--- src/rtl/nvbs_pkg.sv ---
// nvbs_pkg: shared widths and types of the nearest value binary search unit
// used by the channel interfaces, the table memory and the search controller
`default_nettype none

package nvbs_pkg;

  // fixed field widths
  localparam int unsigned IDX_W  = 5;
  localparam int unsigned DATA_W = 32;
  localparam int unsigned CNT_W  = 6;

  // table memory access from the controller
  typedef struct packed {
    logic              wr_en;
    logic [IDX_W-1:0]  wr_idx;
    logic [DATA_W-1:0] wr_data;
    logic [IDX_W-1:0]  rd_idx;
  } mem_req_t;

  // controller status toward the top level
  typedef struct packed {
    logic busy;
    logic probing;
  } ctrl_status_t;

endpackage

`default_nettype wire

--- src/rtl/nvbs_if.sv ---
// nvbs_if: valid/ready channel interfaces for request and response items
// depends on nvbs_pkg for the field widths
`default_nettype none

interface nvbs_req_if
  import nvbs_pkg::*;
  ();
  logic                     valid;
  logic                     ready;
  logic                     req_type;
  logic [IDX_W-1:0]         entry_index;
  logic signed [DATA_W-1:0] data_value;

  modport source (output valid, output req_type, output entry_index, output data_value,
                  input ready);
  modport sink   (input valid, input req_type, input entry_index, input data_value,
                  output ready);
endinterface

interface nvbs_rsp_if
  import nvbs_pkg::*;
  ();
  logic             valid;
  logic             ready;
  logic [IDX_W-1:0] nearest_index;

  modport source (output valid, output nearest_index, input ready);
  modport sink   (input valid, input nearest_index, output ready);
endinterface

`default_nettype wire

--- src/rtl/nvbs_table.sv ---
// nvbs_table: value table, one write port and one registered read port
// depends on nvbs_pkg for the access struct
`default_nettype none

module nvbs_table
  import nvbs_pkg::*;
#(
  parameter int unsigned TABLE_DEPTH = 32
) (
  input  wire logic              clk_i,
  input  wire mem_req_t          mem_req_i,
  output logic [DATA_W-1:0]      rd_data_o
);

  localparam int unsigned AW = (TABLE_DEPTH > 1) ? $clog2(TABLE_DEPTH) : 1;

  logic [DATA_W-1:0]   mem_q [TABLE_DEPTH];
  logic [AW+IDX_W-1:0] wr_ext;
  logic [AW+IDX_W-1:0] rd_ext;
  logic [AW-1:0]       wr_addr;
  logic [AW-1:0]       rd_addr;
  logic                wr_in_range;

  // fit the slot index to the memory address width
  assign wr_ext      = {{AW{1'b0}}, mem_req_i.wr_idx};
  assign rd_ext      = {{AW{1'b0}}, mem_req_i.rd_idx};
  assign wr_addr     = wr_ext[AW-1:0];
  assign rd_addr     = rd_ext[AW-1:0];
  assign wr_in_range = (32'(mem_req_i.wr_idx) < TABLE_DEPTH);

  // writes beyond the depth are dropped
  always_ff @(posedge clk_i) begin
    if (mem_req_i.wr_en && wr_in_range) begin
      mem_q[wr_addr] <= mem_req_i.wr_data;
    end
  end

  // registered read
  always_ff @(posedge clk_i) begin
    rd_data_o <= mem_q[rd_addr];
  end

endmodule

`default_nettype wire

--- src/rtl/nvbs_ctrl.sv ---
// nvbs_ctrl: entry count register, bisection sequencer and result register
// depends on nvbs_pkg and the channel interfaces in nvbs_if
`default_nettype none

module nvbs_ctrl
  import nvbs_pkg::*;
#(
  parameter int unsigned TABLE_DEPTH = 32
) (
  input  wire logic         clk_i,
  input  wire logic         rst_ni,
  input  wire logic         cfg_we_i,
  input  wire logic [CNT_W-1:0] cfg_wdata_i,
  nvbs_req_if.sink          req_i,
  nvbs_rsp_if.source        rsp_o,
  input  wire logic [DATA_W-1:0] rd_data_i,
  output mem_req_t          mem_req_o,
  output ctrl_status_t      status_o
);

  localparam logic [1:0] ST_IDLE   = 2'd0;
  localparam logic [1:0] ST_PROBE  = 2'd1;
  localparam logic [1:0] ST_LAST   = 2'd2;
  localparam logic [1:0] ST_FINISH = 2'd3;

  logic [1:0]               state_q, state_d;
  logic [CNT_W-1:0]         count_q;
  logic [IDX_W-1:0]         lo_q, lo_d, hi_q, hi_d, mid_q, mid_d;
  logic [IDX_W-1:0]         res_q, res_d;
  logic signed [DATA_W-1:0] query_q, query_d;
  logic signed [DATA_W-1:0] probe_q, probe_d;
  logic                     out_valid_q, out_valid_d;
  logic [IDX_W-1:0]         out_idx_q, out_idx_d;

  logic [CNT_W-1:0]         n_sat;
  logic [CNT_W-1:0]         n_m1;
  logic [IDX_W-1:0]         span;
  logic [IDX_W-1:0]         span_n;
  logic [IDX_W-1:0]         rd_idx;
  logic signed [DATA_W-1:0] rd_val;
  logic signed [DATA_W:0]   diff_lo;
  logic signed [DATA_W:0]   diff_hi;
  logic                     pick_hi;
  logic                     in_xfer;
  logic                     out_load;

  // entry count, saturated to the table depth
  always_ff @(posedge clk_i or negedge rst_ni) begin
    if (!rst_ni) begin
      count_q <= '0;
    end else if (cfg_we_i) begin
      count_q <= cfg_wdata_i;
    end
  end

  assign n_sat   = (32'(count_q) > TABLE_DEPTH) ? CNT_W'(TABLE_DEPTH) : count_q;
  assign n_m1    = n_sat - CNT_W'(1);
  assign rd_val  = $signed(rd_data_i);
  assign span    = hi_q - lo_q;

  // nearest-of-two choice at 33 bits, ties to the higher index
  assign diff_lo = {query_q[DATA_W-1], query_q} - {probe_q[DATA_W-1], probe_q};
  assign diff_hi = {rd_val[DATA_W-1], rd_val} - {query_q[DATA_W-1], query_q};
  assign pick_hi = (diff_lo >= diff_hi);

  assign in_xfer  = req_i.valid && req_i.ready;
  assign out_load = (state_q == ST_FINISH) && (!out_valid_q || rsp_o.ready);

  // bisection sequencer, one table read per cycle
  always_comb begin
    state_d = state_q;
    lo_d    = lo_q;
    hi_d    = hi_q;
    mid_d   = mid_q;
    res_d   = res_q;
    query_d = query_q;
    probe_d = probe_q;
    rd_idx  = mid_q;
    span_n  = '0;
    unique case (state_q)
      ST_IDLE: begin
        if (in_xfer && req_i.req_type) begin
          query_d = req_i.data_value;
          lo_d    = '0;
          hi_d    = n_m1[IDX_W-1:0];
          mid_d   = n_m1[IDX_W:1];
          rd_idx  = n_m1[IDX_W:1];
          if (n_sat < CNT_W'(2)) begin
            res_d   = '0;
            state_d = ST_FINISH;
          end else begin
            state_d = ST_PROBE;
          end
        end
      end
      ST_PROBE: begin
        if (span > IDX_W'(1)) begin
          if (query_q == rd_val) begin
            res_d   = mid_q;
            state_d = ST_FINISH;
          end else begin
            if (query_q > rd_val) begin
              lo_d = mid_q;
            end else begin
              hi_d = mid_q;
            end
            span_n = hi_d - lo_d;
            mid_d  = lo_d + (span_n >> 1);
            rd_idx = mid_d;
          end
        end else begin
          probe_d = rd_val;
          rd_idx  = mid_q + IDX_W'(1);
          state_d = ST_LAST;
        end
      end
      ST_LAST: begin
        res_d   = pick_hi ? (mid_q + IDX_W'(1)) : mid_q;
        state_d = ST_FINISH;
      end
      ST_FINISH: begin
        if (out_load) begin
          state_d = ST_IDLE;
        end
      end
      default: begin
        state_d = ST_IDLE;
      end
    endcase
  end

  always_ff @(posedge clk_i or negedge rst_ni) begin
    if (!rst_ni) begin
      state_q <= ST_IDLE;
    end else begin
      state_q <= state_d;
    end
  end

  // search payload, no reset needed
  always_ff @(posedge clk_i) begin
    lo_q    <= lo_d;
    hi_q    <= hi_d;
    mid_q   <= mid_d;
    res_q   <= res_d;
    query_q <= query_d;
    probe_q <= probe_d;
  end

  // output register, holds a result until its transfer
  always_comb begin
    out_valid_d = out_valid_q;
    out_idx_d   = out_idx_q;
    if (out_load) begin
      out_valid_d = 1'b1;
      out_idx_d   = res_q;
    end else if (rsp_o.ready) begin
      out_valid_d = 1'b0;
    end
  end

  always_ff @(posedge clk_i or negedge rst_ni) begin
    if (!rst_ni) begin
      out_valid_q <= 1'b0;
    end else begin
      out_valid_q <= out_valid_d;
    end
  end

  always_ff @(posedge clk_i) begin
    out_idx_q <= out_idx_d;
  end

  // table writes only from idle, so a search never overlaps a write
  assign req_i.ready       = (state_q == ST_IDLE);
  assign mem_req_o.wr_en   = in_xfer && !req_i.req_type;
  assign mem_req_o.wr_idx  = req_i.entry_index;
  assign mem_req_o.wr_data = req_i.data_value;
  assign mem_req_o.rd_idx  = rd_idx;

  assign rsp_o.valid         = out_valid_q;
  assign rsp_o.nearest_index = out_idx_q;

  assign status_o.busy    = (state_q != ST_IDLE);
  assign status_o.probing = (state_q == ST_PROBE);

endmodule

`default_nettype wire

--- src/rtl/nearest_value_binary_search_unit.sv ---
// nearest_value_binary_search_unit: top level, table memory plus search controller
// depends on nvbs_pkg, nvbs_if, nvbs_table and nvbs_ctrl
`default_nettype none

// Holds an ascending table of signed 32-bit values and answers nearest-value
// queries. A write item (req_type 0) stores data_value at entry_index and gives
// no result; slots at or above TABLE_DEPTH are dropped. A query (req_type 1)
// bisects the first entry_count slots and returns the index of the nearest
// entry, ties to the higher index, and 0 when fewer than two entries are in use.
// The table sits in a single-port-read memory with a registered read, so the
// search issues one probe per cycle: a query goes through an accept step, the
// bisection probes, a probe that issues the final neighbor read, a compare step
// and a step that loads the result register (fewer steps on an early exact
// match, and straight to the result load when fewer than two entries are in
// use). A finished result waits in the output register while the next item is
// taken; a result that finds the register still full holds the search in its
// finish state until the pending result is taken. Table contents are undefined
// until written; there is no clearing pass. entry_count must be written only
// while idle; the block itself does not enforce this.
module nearest_value_binary_search_unit
  import nvbs_pkg::*;
#(
  parameter int unsigned TABLE_DEPTH = 32
) (
  input  wire logic             clk_i,
  input  wire logic             rst_ni,
  input  wire logic             cfg_we_i,
  input  wire logic [CNT_W-1:0] cfg_wdata_i,
  nvbs_req_if.sink              req_i,
  nvbs_rsp_if.source            rsp_o
);

  mem_req_t          mem_req;
  ctrl_status_t      status;
  logic [DATA_W-1:0] rd_data;

  // search controller
  nvbs_ctrl #(
    .TABLE_DEPTH (TABLE_DEPTH)
  ) u_ctrl (
    .clk_i       (clk_i),
    .rst_ni      (rst_ni),
    .cfg_we_i    (cfg_we_i),
    .cfg_wdata_i (cfg_wdata_i),
    .req_i       (req_i),
    .rsp_o       (rsp_o),
    .rd_data_i   (rd_data),
    .mem_req_o   (mem_req),
    .status_o    (status)
  );

  // value table
  nvbs_table #(
    .TABLE_DEPTH (TABLE_DEPTH)
  ) u_table (
    .clk_i     (clk_i),
    .mem_req_i (mem_req),
    .rd_data_o (rd_data)
  );

`ifndef ASSERT_OFF
  // no transfer in while a search runs
  a_busy_blocks_in : assert property (@(posedge clk_i) disable iff (!rst_ni)
    status.busy |-> !req_i.ready)
    else $error("input ready while search busy");

  // a query transfer starts a search
  a_query_starts : assert property (@(posedge clk_i) disable iff (!rst_ni)
    (req_i.valid && req_i.ready && req_i.req_type) |=> status.busy)
    else $error("query transfer did not start a search");

  // probe reads stay inside the table
  a_probe_in_range : assert property (@(posedge clk_i) disable iff (!rst_ni)
    status.probing |-> (32'(mem_req.rd_idx) < TABLE_DEPTH))
    else $error("probe read beyond table depth");

  // table writes never overlap a search
  a_write_idle : assert property (@(posedge clk_i) disable iff (!rst_ni)
    mem_req.wr_en |-> !status.busy)
    else $error("table write during search");
`endif

endmodule

`default_nettype wire

--- src/flat_wrapper.sv ---
// flat-port wrapper written by rule: the top's interface ports become plain ports
module nearest_value_binary_search_unit_flat import nvbs_pkg::*;
#(
  parameter int unsigned TABLE_DEPTH = 32
)
  (clk_i, rst_ni, cfg_we_i, cfg_wdata_i, req_i_valid, req_i_req_type, req_i_entry_index, req_i_data_value, req_i_ready, rsp_o_valid, rsp_o_nearest_index, rsp_o_ready);
  nvbs_req_if req_i_i ();
  nvbs_rsp_if rsp_o_i ();
  input  wire logic clk_i;
  input  wire logic rst_ni;
  input  wire logic cfg_we_i;
  input  wire logic [CNT_W-1:0] cfg_wdata_i;
  input wire logic [$bits(req_i_i.valid)-1:0] req_i_valid;
  input wire logic [$bits(req_i_i.req_type)-1:0] req_i_req_type;
  input wire logic [$bits(req_i_i.entry_index)-1:0] req_i_entry_index;
  input wire logic [$bits(req_i_i.data_value)-1:0] req_i_data_value;
  output wire logic [$bits(req_i_i.ready)-1:0] req_i_ready;
  output wire logic [$bits(rsp_o_i.valid)-1:0] rsp_o_valid;
  output wire logic [$bits(rsp_o_i.nearest_index)-1:0] rsp_o_nearest_index;
  input wire logic [$bits(rsp_o_i.ready)-1:0] rsp_o_ready;
  assign req_i_i.valid = req_i_valid;
  assign req_i_i.req_type = req_i_req_type;
  assign req_i_i.entry_index = req_i_entry_index;
  assign req_i_i.data_value = req_i_data_value;
  assign req_i_ready = req_i_i.ready;
  assign rsp_o_valid = rsp_o_i.valid;
  assign rsp_o_nearest_index = rsp_o_i.nearest_index;
  assign rsp_o_i.ready = rsp_o_ready;
  nearest_value_binary_search_unit #(.TABLE_DEPTH(TABLE_DEPTH)) u_core (.clk_i(clk_i), .rst_ni(rst_ni), .cfg_we_i(cfg_we_i), .cfg_wdata_i(cfg_wdata_i), .req_i(req_i_i), .rsp_o(rsp_o_i));
endmodule
--- config.mk ---
export PLATFORM = sky130hd
export DESIGN_NAME = nearest_value_binary_search_unit_flat
export DESIGN_NICKNAME = d
export VERILOG_FILES = /design/src/rtl/nvbs_pkg.sv /design/src/rtl/nvbs_if.sv /design/src/rtl/nvbs_table.sv /design/src/rtl/nvbs_ctrl.sv /design/src/rtl/nearest_value_binary_search_unit.sv /design/src/flat_wrapper.sv
export SDC_FILE = /design/constraint.sdc
export NUM_CORES = 1
export LEC_CHECK = 0
export BUFFER_PORTS_ARGS = -buffer_cell sky130_fd_sc_hd__buf_4
export CAP_MARGIN = 20
export CORE_ASPECT_RATIO = 1.1
export CORE_UTILIZATION = 25
export CTS_CLUSTER_DIAMETER = 150
export DETAILED_ROUTE_END_ITERATION = 16
export PLACE_DENSITY_LB_ADDON = 0.05
export SLEW_MARGIN = 20
export SYNTH_ARGS = -nofsm -noshare
export SYNTH_HDL_FRONTEND = slang
export SYNTH_HIERARCHICAL = 1
export SYNTH_SLANG_ARGS = --single-unit
export TNS_END_PERCENT = 100
--- constraint.sdc ---
create_clock -name clk_i -period 17.2 [get_ports clk_i]
set_input_delay 2.58 -clock clk_i [delete_from_list [all_inputs] [get_ports clk_i]]
set_output_delay 2.58 -clock clk_i [all_outputs]
set_load 0.03 [all_outputs]
# Word-level counts from Yosys, hierarchy flattened
# Memory sizes are Yosys's and may differ from the RTL's. A register that Yosys moved wholly into a read port is not among the register bits.
# Index checks and enable logic that the tools add are counted.
# totals
elab_cells	91
ramBits	1024
ff_bits	98
n_memories	1
in_bits	49
# memory_table
memory	words	word_bits	rd	rd_ports_with_merged_regs	wr	line_no	source
u_core.u_table.mem_q	32	32	1	1	1	nvbs_table.sv:17	logic [DATA_W-1:0] mem_q [TABLE_DEPTH];
# op_classes
bitwise_logic	1
order_cmp	5
n_mux	39
n_reduce_logical	17
addsub	7
eq_ne	11
# op_table
op	count
two-way mux 5 bit	23
subtractor 32 x 32 -> 33 bit	2
one-hot mux 5 bit (2 select lines)	4
>= comparator 33 bit	1
equality test 32 bit	1
> comparator 32 bit	1
one-hot mux 5 bit (3 select lines)	1
two-way mux 2 bit	5
subtractor 5 bit	2
!= test 2 bit (second input constant)	4
one-hot mux 2 bit (4 select lines)	1
> comparator 6 bit (second input constant)	1
less-than comparator 6 x 2 -> 1 bit (second input constant)	1
two-way mux 6 bit	1
AND reduction 2 bit	3
subtractor 6 x 1 -> 6 bit (second input constant)	1
adder 5 x 1 -> 5 bit (second input constant)	1
adder 5 x 4 -> 5 bit	1
> comparator 5 x 1 -> 1 bit (second input constant)	1
AND reduction 5 bit	1
equality test 2 bit (second input constant)	2
logical AND 1 bit	4
two-way mux 1 bit	4
!= test 2 x 1 -> 1 bit (second input constant)	2
other kinds (10)	12

# Logic depth before layout (Yosys ltp)
# Gate-level depths: netlist (run 1).
# depth
depth_word	10
depth_mapped	31
depth_no_buf	28

# Modules after synthesis
# The synthesis (run 1) kept the hierarchy.
# modules_own_cells
mod	cells_each	instances	area_each_um2
nvbs_table	2260	1	40485.1
nvbs_ctrl	1003	1	9170.0

# Least setup slack after synthesis (run 1)
# No wires, ideal clock.
# synth_path
path_kind	reg-to-reg
from	register u_core.u_ctrl.query_q[1]
to	register u_core.u_table.rd_data_o[25], read port of u_core.u_table.mem_q
setup_ps	62
arrival_ps	5469
t_required_ps	17138
slack_ps	11669
path_stages_with_launch	27
period_less_slack_ps	5531
path_cell_list	edfxtp_1 -> inv_1 -> ha_1 -> nor2b_1 -> o2111ai_2 -> nand3_2 -> a311oi_4 -> a211oi_2 -> o21ai_2 -> buf_4 -> mux2i_1 -> inv_1 -> fa_1 -> inv_1 -> ha_1 -> fa_1 -> a21o_1 -> a21oi_1 -> a2111oi_2 -> a211oi_1 -> o21ai_1 -> or2_2 -> clkbuf_1 -> clkbuf_1 -> nor3_1 -> a31oi_1 -> nand3_1
# synth_rtl
item	line_no	source
start, declared	nvbs_ctrl.sv:30	logic signed [DATA_W-1:0] query_q, query_d;
start signal, assigned	nvbs_ctrl.sv:146	query_q <= query_d;
end, declared	nvbs_table.sv:12	output logic [DATA_W-1:0] rd_data_o

==> flow_summary_export.csv, run 1 <==
group,metric,value,unit
outcome,outcome,"completed",
clock_tree,insertion_delay,0.80,ns
timing,fin_worst_skew,0.0419,ns
cells_and_area,fillers,19700,
clock_tree,numClockSinks,1154,
clock_tree,post_cts.repair.setup_buffers,0,
placed_design,place.detailed.hpwl,95.2,mm
drt,detail-route-antenna-nets,0,
grt,pin_count_of_the_biggest_net_entering_global_routing,127,
timing,rsz0062_at_grt,"no",
floorplanning,die-area,200000,sq um
timing,slew_viol_final,0,
clock_tree,clock_tree_from_tritoncts,"built",
worst_setup_path,worstRegToRegCells,23,
clock_tree,clockRootBuffer,"sky130_fd_sc_hd__clkbuf_16",
drt,wl,162,mm
worst_setup_path,crit_family,"buffers and inverters",
synth,syn_nets,3430,
synth,yosysWarnings,6,
placed_design,gpl.final_weighted_congestion,0.800,
floorplanning,floorplan.initialDensity,25.2,%
clock_tree,post_cts_hold_buffer_count,0,
drt,detail_route.first_pass.iterations,6,
timing,final_hold_viol_count,0,
grt,wire_length_of_the_first_global_routing_pass,226,mm
drt,vias_per_cell,4.67,
worst_setup_path,critical_path.startpoint_type,"flop",
worst_setup_path,timing.critical_path.arrival,9.31,ns
worst_setup_path,reg2reg_from,"u_core/u_table/rd_data_o[1]$_DFF_P_",
worst_setup_path,timing.critical_path.cells,"ha_1 -> nor2b_1 -> o2111ai_2 -> nand3_2 -> a311oi_4 -> a211oi_2 -> o21ai_2 -> mux2i_1 -> inv_1 -> fa_1 -> inv_1 -> ha_1 -> a211o_1 -> o2111ai_1 -> o211ai_1 -> buf_4 -> buf_12 -> buf_4 -> mux2i_1 -> a22o_1 -> nor3_1 -> a31oi_1 -> nand3_1",
timing,final.period_utilization,51.2,%
synth,synthesis.instances,3262,
timing,setup-violations-final,0,
worst_setup_path,timing_worst_setup_path_type,"flop to flop",
cells_and_area,final_net_count,3491,
clock_tree,cts.reportedPaths.clkPinSlew,0.06,ns
drt,drt_drc_violations_left,0,
floorplanning,fp.dieH,469,um
hold_path,holdPathStages,0,
worst_setup_path,slowest_delay,0.91,ns
worst_setup_path,timing.rr.end,"u_core/u_table/rd_data_o[27]$_DFF_P_",
worst_setup_path,reg2reg_setup_slack,8.40,ns
worst_setup_path,worst-path-stages,23,
worst_setup_path,worst-endpoint-required,17.71,ns
synth,netlist_area,49700,sq um
cells_and_area,flow.area_growth_from_synthesis,15.3,%
worst_setup_path,critical_path_peak_fanout,126,
cells_and_area,drive_gt1_share,10.5,%
grt,grt_overflow_total,0,
cells_and_area,mostFrequentLayoutCell,"sky130_fd_sc_hd__edfxtp_1",
worst_setup_path,critical_path.slowest_cell,"sky130_fd_sc_hd__buf_4",
drt,routedWlPerCell,26.8,um
clock_tree,deepest_level_of_the_cts_h_tree,4,
worst_setup_path,critical_path_endpoint_category,"flop",
timing,tns,0,ns
timing,worst_pin_slew,1.13,ns
hold_path,min_path_type,"flop to flop",
floorplanning,top_level_ports,56,
grt,grt_antenna_before_repair,12,
timing,period_minus_slack,8.80,ns
floorplanning,std_cell_rows,171,
timing,slew_headroom,24.9,%
drt,initial_detailed_routing_violation_count,1648,
grt,grt_pass1_vias,29200,
clock_tree,numCtsBuffers,137,
cells_and_area,final_cell_mix,"1,113 x sky130_fd_sc_hd__edfxtp_1, 523 x sky130_fd_sc_hd__mux2i_1, 165 x sky130_fd_sc_hd__a21oi_1, 157 x sky130_fd_sc_hd__nand2_1, 140 x sky130_fd_sc_hd__clkbuf_16",
timing,max_freq,0.114,GHz
floorplanning,coreArea,197000,sq um
placed_design,placement.io_buffers,55,
grt,globalRouteTotalUtil,16.0,%
clock_tree,post_cts_repair_resize_count,0,
hold_path,hold-path-endpoint,"u_core/u_ctrl/rsp_o.nearest_index[4]$_DFFE_PP_",
floorplanning,die_w,427,um
drt,vias,28200,
synth,postSynthAreaPerCell,15.2,sq um
worst_setup_path,crit_buf_inv,5,
job,max_cap_viol_count,0,
clock_tree,clk_path_buf_depth,3,
hold_path,holdCritStartpoint,"u_core/u_ctrl/res_q[4]$_DFFE_PP_",
## metrics by stage
| step | area (sq um) | hold slack, ns | worst slack (ns) | instances | util (%) |
|---|---|---|---|---|---|
| after floorplan | 49700 | 0.400 | 11.67 | 3262 | - |
| after global placement | 52900 | 0.413 | 8.24 | 5779 | 26.8 |
| after detailed placement | 52900 | 0.412 | 8.21 | 5779 | 26.8 |
| after CTS | 57200 | 0.426 | 8.20 | 6022 | 29.0 |
| after global routing | 57200 | 0.430 | 7.85 | 6023 | 29.0 |
| final | 57200 | 0.424 | 8.40 | 6028 | 29.0 |
## cell type report
cell class	instances	area (sq um)	area share, %
diodes	6	15.0	0.0262
clock buffers	174	3630	6.34
clock inverters	69	666	1.16
inverters	104	390	0.682
multi-input cells	1817	14100	24.7
flip-flops and latches	1154	34300	59.9
well taps	2595	3250	5.67
repair buffers	109	881	1.54
## worst max path at each step
stage | slack [ns] | end | from
4_1_cts | 8.20 | u_core/u_table/rd_data_o[27]$_DFF_P_ | u_core/u_table/rd_data_o[1]$_DFF_P_
2_1_floorplan | 11.67 | u_core/u_table/rd_data_o[25]$_DFF_P_ | u_core/u_ctrl/query_q[1]$_DFFE_PP_
5_1_grt | 7.85 | u_core/u_table/rd_data_o[27]$_DFF_P_ | u_core/u_table/rd_data_o[6]$_DFF_P_
3_3_place_gp | 8.24 | u_core/u_table/rd_data_o[27]$_DFF_P_ | u_core/u_table/rd_data_o[1]$_DFF_P_
3_5_place_dp | 8.21 | u_core/u_table/rd_data_o[27]$_DFF_P_ | u_core/u_table/rd_data_o[1]$_DFF_P_
6_report | 8.40 | u_core/u_table/rd_data_o[27]$_DFF_P_ | u_core/u_table/rd_data_o[1]$_DFF_P_
## worst register-to-register path, cell delays in order, from the launching register on
cell and delay, ns:
sky130_fd_sc_hd__dfxtp_1 0.59, sky130_fd_sc_hd__ha_1 0.38, sky130_fd_sc_hd__nor2b_1 0.18, sky130_fd_sc_hd__o2111ai_2 0.17, sky130_fd_sc_hd__nand3_2 0.19, sky130_fd_sc_hd__a311oi_4 0.46, sky130_fd_sc_hd__a211oi_2 0.19, sky130_fd_sc_hd__o21ai_2 0.59
sky130_fd_sc_hd__mux2i_1 0.37, sky130_fd_sc_hd__inv_1 0.17, sky130_fd_sc_hd__fa_1 0.57, sky130_fd_sc_hd__inv_1 0.05, sky130_fd_sc_hd__ha_1 0.29, sky130_fd_sc_hd__a211o_1 0.11, sky130_fd_sc_hd__o2111ai_1 0.10, sky130_fd_sc_hd__o211ai_1 0.13
sky130_fd_sc_hd__buf_4 0.67, sky130_fd_sc_hd__buf_12 0.79, sky130_fd_sc_hd__buf_4 1.14, sky130_fd_sc_hd__mux2i_1 0.31, sky130_fd_sc_hd__a22o_1 0.17, sky130_fd_sc_hd__nor3_1 0.07, sky130_fd_sc_hd__a31oi_1 0.44, sky130_fd_sc_hd__nand3_1 0.42
## sequential cells by signal (all words and copies together) (netlist names)
register and cells:
u_core/u_ctrl/count_q 6, u_core/u_ctrl/hi_q 5, u_core/u_ctrl/lo_q 5, u_core/u_ctrl/mid_q 5, u_core/u_ctrl/probe_q 32, u_core/u_ctrl/query_q 32, u_core/u_ctrl/res_q 5, u_core/u_ctrl/rsp_o.nearest_index 5
u_core/u_ctrl/rsp_o.valid 1, u_core/u_ctrl/state_q 2, u_core/u_table/mem_q 1024, u_core/u_table/rd_data_o 32
## metal layers
layer | track usage (%) | share of wire (%) | up-vias
met5 | 0 | 0.023 | -
met4 | 3.57 | 1.7 | 6
met3 | 2.48 | 3.2 | 173
met2 | 27.6 | 50 | 442
met1 | 20.9 | 45 | 14800
li1 | - | - | 12800
Power of run 1 is left out: the tool's default activity adds up to more than one toggle a clock period on the data nets, which glitch-free logic cannot reach.
==> inputs of run 2 (changes only) <==
- ABC_AREA: not set -> 1
- clock period: 17.2 -> 9.1 ns (I/O delays scaled with it)
==> flow_summary_export.csv, run 2 <==
group,metric,value,unit
synth,synth_flop_cell,"sky130_fd_sc_hd__edfxtp_1",
timing,max_freq,0.139,GHz
floorplanning,fp.dieH,479,um
drt,routedWlPerCell,24.4,um
synth,top_post_synthesis_cells_by_count,"1,676 x sky130_fd_sc_hd__nand2_1, 1,113 x sky130_fd_sc_hd__edfxtp_1, 850 x sky130_fd_sc_hd__nand3_1",
cells_and_area,mostFrequentLayoutCell,"sky130_fd_sc_hd__nand2_1",
worst_setup_path,critical_path.slowest_cell,"sky130_fd_sc_hd__buf_4",
drt,vias,34500,
synth,postSynthAreaPerCell,10.9,sq um
cells_and_area,seqCellArea,34300,sq um
clock_tree,post_cts_repair_resize_count,0,
clock_tree,insertion_delay,0.79,ns
cells_and_area,multi_input_gate_area_in_the_final_layout,15100,sq um
worst_setup_path,critical_path_endpoint_category,"flop",
synth,netlist_area,51600,sq um
synth,yosysWarnings,6,
timing,final_hold_viol_count,0,
drt,initial_detailed_routing_violation_count,2214,
synth,syn_nets,4888,
grt,grt_pass1_vias,34500,
cells_and_area,final_util,28.8,%
clock_tree,cts.reportedPaths.clkPinSlew,0.06,ns
cells_and_area,largest_register_ffs,1024,
cells_and_area,final_net_count,4893,
drt,detail_route.first_pass.iterations,7,
timing,slew_headroom,31.3,%
worst_setup_path,crit_buf_inv,4,
grt,wire_length_of_the_first_global_routing_pass,263,mm
placed_design,placement.io_buffers,55,
floorplanning,die_w,435,um
timing,period_minus_slack,7.22,ns
drt,drt_drc_violations_left,0,
synth,async_reset_ff_share,0.780,%
worst_setup_path,reg2reg_setup_slack,1.88,ns
worst_setup_path,critPathLaunch,"u_core/u_table/rd_data_o[10]$_DFF_P_",
worst_setup_path,crit_family,"simple AND/OR/NAND/NOR gates",
placed_design,gpl.final_weighted_congestion,0.796,
floorplanning,coreArea,205000,sq um
worst_setup_path,reg2reg_from,"u_core/u_table/rd_data_o[10]$_DFF_P_",
clock_tree,deepest_level_of_the_cts_h_tree,4,
worst_setup_path,worst-endpoint-required,9.73,ns
synth,post-synth-top-area-fraction,64.8,%
floorplanning,floorplan.initialDensity,25.2,%
cells_and_area,registers.top_by_ff_count,"u_core/u_table/mem_q",
job,max_cap_viol_count,0,
cells_and_area,flow.area_growth_from_synthesis,14.2,%
placed_design,place.detailed.hpwl,104,mm
synth,synth.area.top_cells,"sky130_fd_sc_hd__edfxtp_1 65%, sky130_fd_sc_hd__nand2_1 12%, sky130_fd_sc_hd__nand3_1 8.2%, sky130_fd_sc_hd__ha_1 2.8%, sky130_fd_sc_hd__buf_6 1.5%",
worst_setup_path,critical_path.startpoint_type,"flop",
clock_tree,numClockSinks,1154,
timing,tns,0,ns
floorplanning,top_level_ports,56,
timing,slew_viol_final,0,
clock_tree,post_cts.repair.setup_buffers,0,
synth,area_leader_netlist,"sky130_fd_sc_hd__edfxtp_1",
clock_tree,post_cts_hold_buffer_count,0,
worst_setup_path,timing.rr.end,"u_core/u_table/rd_data_o[5]$_DFF_P_",
cells_and_area,fillers,21200,
floorplanning,die-area,208000,sq um
timing,final.period_utilization,79.3,%
clock_tree,clk_path_buf_depth,3,
timing,worst_pin_slew,1.03,ns
drt,detail-route-antenna-nets,0,
worst_setup_path,worst-path-stages,28,
synth,yosysUniqueCellTypes,50,
hold_path,min_path_type,"primary input to asynchronous set/reset pin",
timing,setup-violations-final,0,
floorplanning,std_cell_rows,174,
worst_setup_path,worstRegToRegCells,28,
synth,edff_count_synth,1113,
worst_setup_path,timing.critical_path.arrival,7.84,ns
synth,number_of_storage_elements_in_the_synthesis_netlist,1154,
cells_and_area,final_cell_mix,"1,676 x sky130_fd_sc_hd__nand2_1, 1,113 x sky130_fd_sc_hd__edfxtp_1, 850 x sky130_fd_sc_hd__nand3_1, 181 x sky130_fd_sc_hd__inv_1, 143 x sky130_fd_sc_hd__clkbuf_16",
drt,wl,185,mm
drt,vias_per_cell,4.55,
timing,fin_worst_skew,0.0304,ns
clock_tree,clock_tree_from_tritoncts,"built",
worst_setup_path,slowest_delay,0.74,ns
cells_and_area,drive_gt1_share,7.84,%
synth,seq_area_frac_synth,66.4,%
worst_setup_path,critical_path_peak_fanout,44,
grt,grt_overflow_total,0,
grt,globalRouteTotalUtil,17.5,%
timing,rsz0062_at_grt,"no",
grt,pin_count_of_the_biggest_net_entering_global_routing,175,
clock_tree,clockRootBuffer,"sky130_fd_sc_hd__clkbuf_16",
clock_tree,numCtsBuffers,140,
worst_setup_path,critical-path-top-cell-by-count,"sky130_fd_sc_hd__nand2_1",
synth,synth.most_common_cell,"sky130_fd_sc_hd__nand2_1",
synth,synthesis.instances,4720,
worst_setup_path,timing_worst_setup_path_type,"flop to flop",
outcome,outcome,"completed",
grt,grt_antenna_before_repair,13,
## run 2: stage by stage
step,area [sq um],worst slack [ns],cells,hold WS [ns]
3_3_place_gp,54600,1.18,7310,0.405
2_1_floorplan,51600,4.17,4720,0.400
3_5_place_dp,54600,1.88,7311,0.406
6_report,58900,1.88,7569,0.406
5_1_grt,58900,1.36,7563,0.360
4_1_cts,58900,1.85,7562,0.332
## run 2: layout make-up
class                           count  share of cell area [%]
Clock buffer                      187                    6.44
Multi-Input combinational cell   3114                    25.6
Tap cell                         2728                    5.79
Clock inverter                     64                   0.811
Sequential cell                  1154                    58.2
Timing Repair Buffer              125                    1.85
Inverter                          190                    1.28
Antenna cell                        7                  0.0297
## run 2: cells by family (layout without fill, tap and decap cells)
family	count (synthesis)	count (layout)	synth area share, %
xor+xnor	73	73	1.24
fa+ha+maj	119	119	2.96
mux	1	1	0.0194
flops	1154	1154	66.4
other cells	0	7	0
compound gates	210	210	2.27
buf+inv	452	566	4.99
simple gates	2711	2711	22.1
## run 2: how the worst max path moves through the flow
stage	endpoint
6_report	u_core/u_table/rd_data_o[5]$_DFF_P_
5_1_grt	u_core/u_table/rd_data_o[5]$_DFF_P_
4_1_cts	u_core/u_table/rd_data_o[0]$_DFF_P_
3_5_place_dp	u_core/u_table/rd_data_o[0]$_DFF_P_
3_3_place_gp	u_core/u_table/rd_data_o[5]$_DFF_P_
2_1_floorplan	u_core/u_table/rd_data_o[10]$_DFF_P_
## run 2: routing by layer
layer / up-vias / global-route usage (%) / part of all wire, %
li1: 16300 / - / -
met1: 17400 / 23.7 / 47
met2: 581 / 29.5 / 48
met3: 165 / 2.77 / 3.6
met4: 0 / 3.79 / 1.6
met5: - / 0 / 0
## run 2: worst register-to-register path: cells and delay by family (launching register included)
family | cells | cell delay, ns
flops | 1 | 0.62
simple gates | 13 | 2.09
fa+ha+maj | 4 | 1.66
compound gates | 7 | 1.14
buf+inv | 4 | 1.57
Power of run 2 is left out for the same reason.
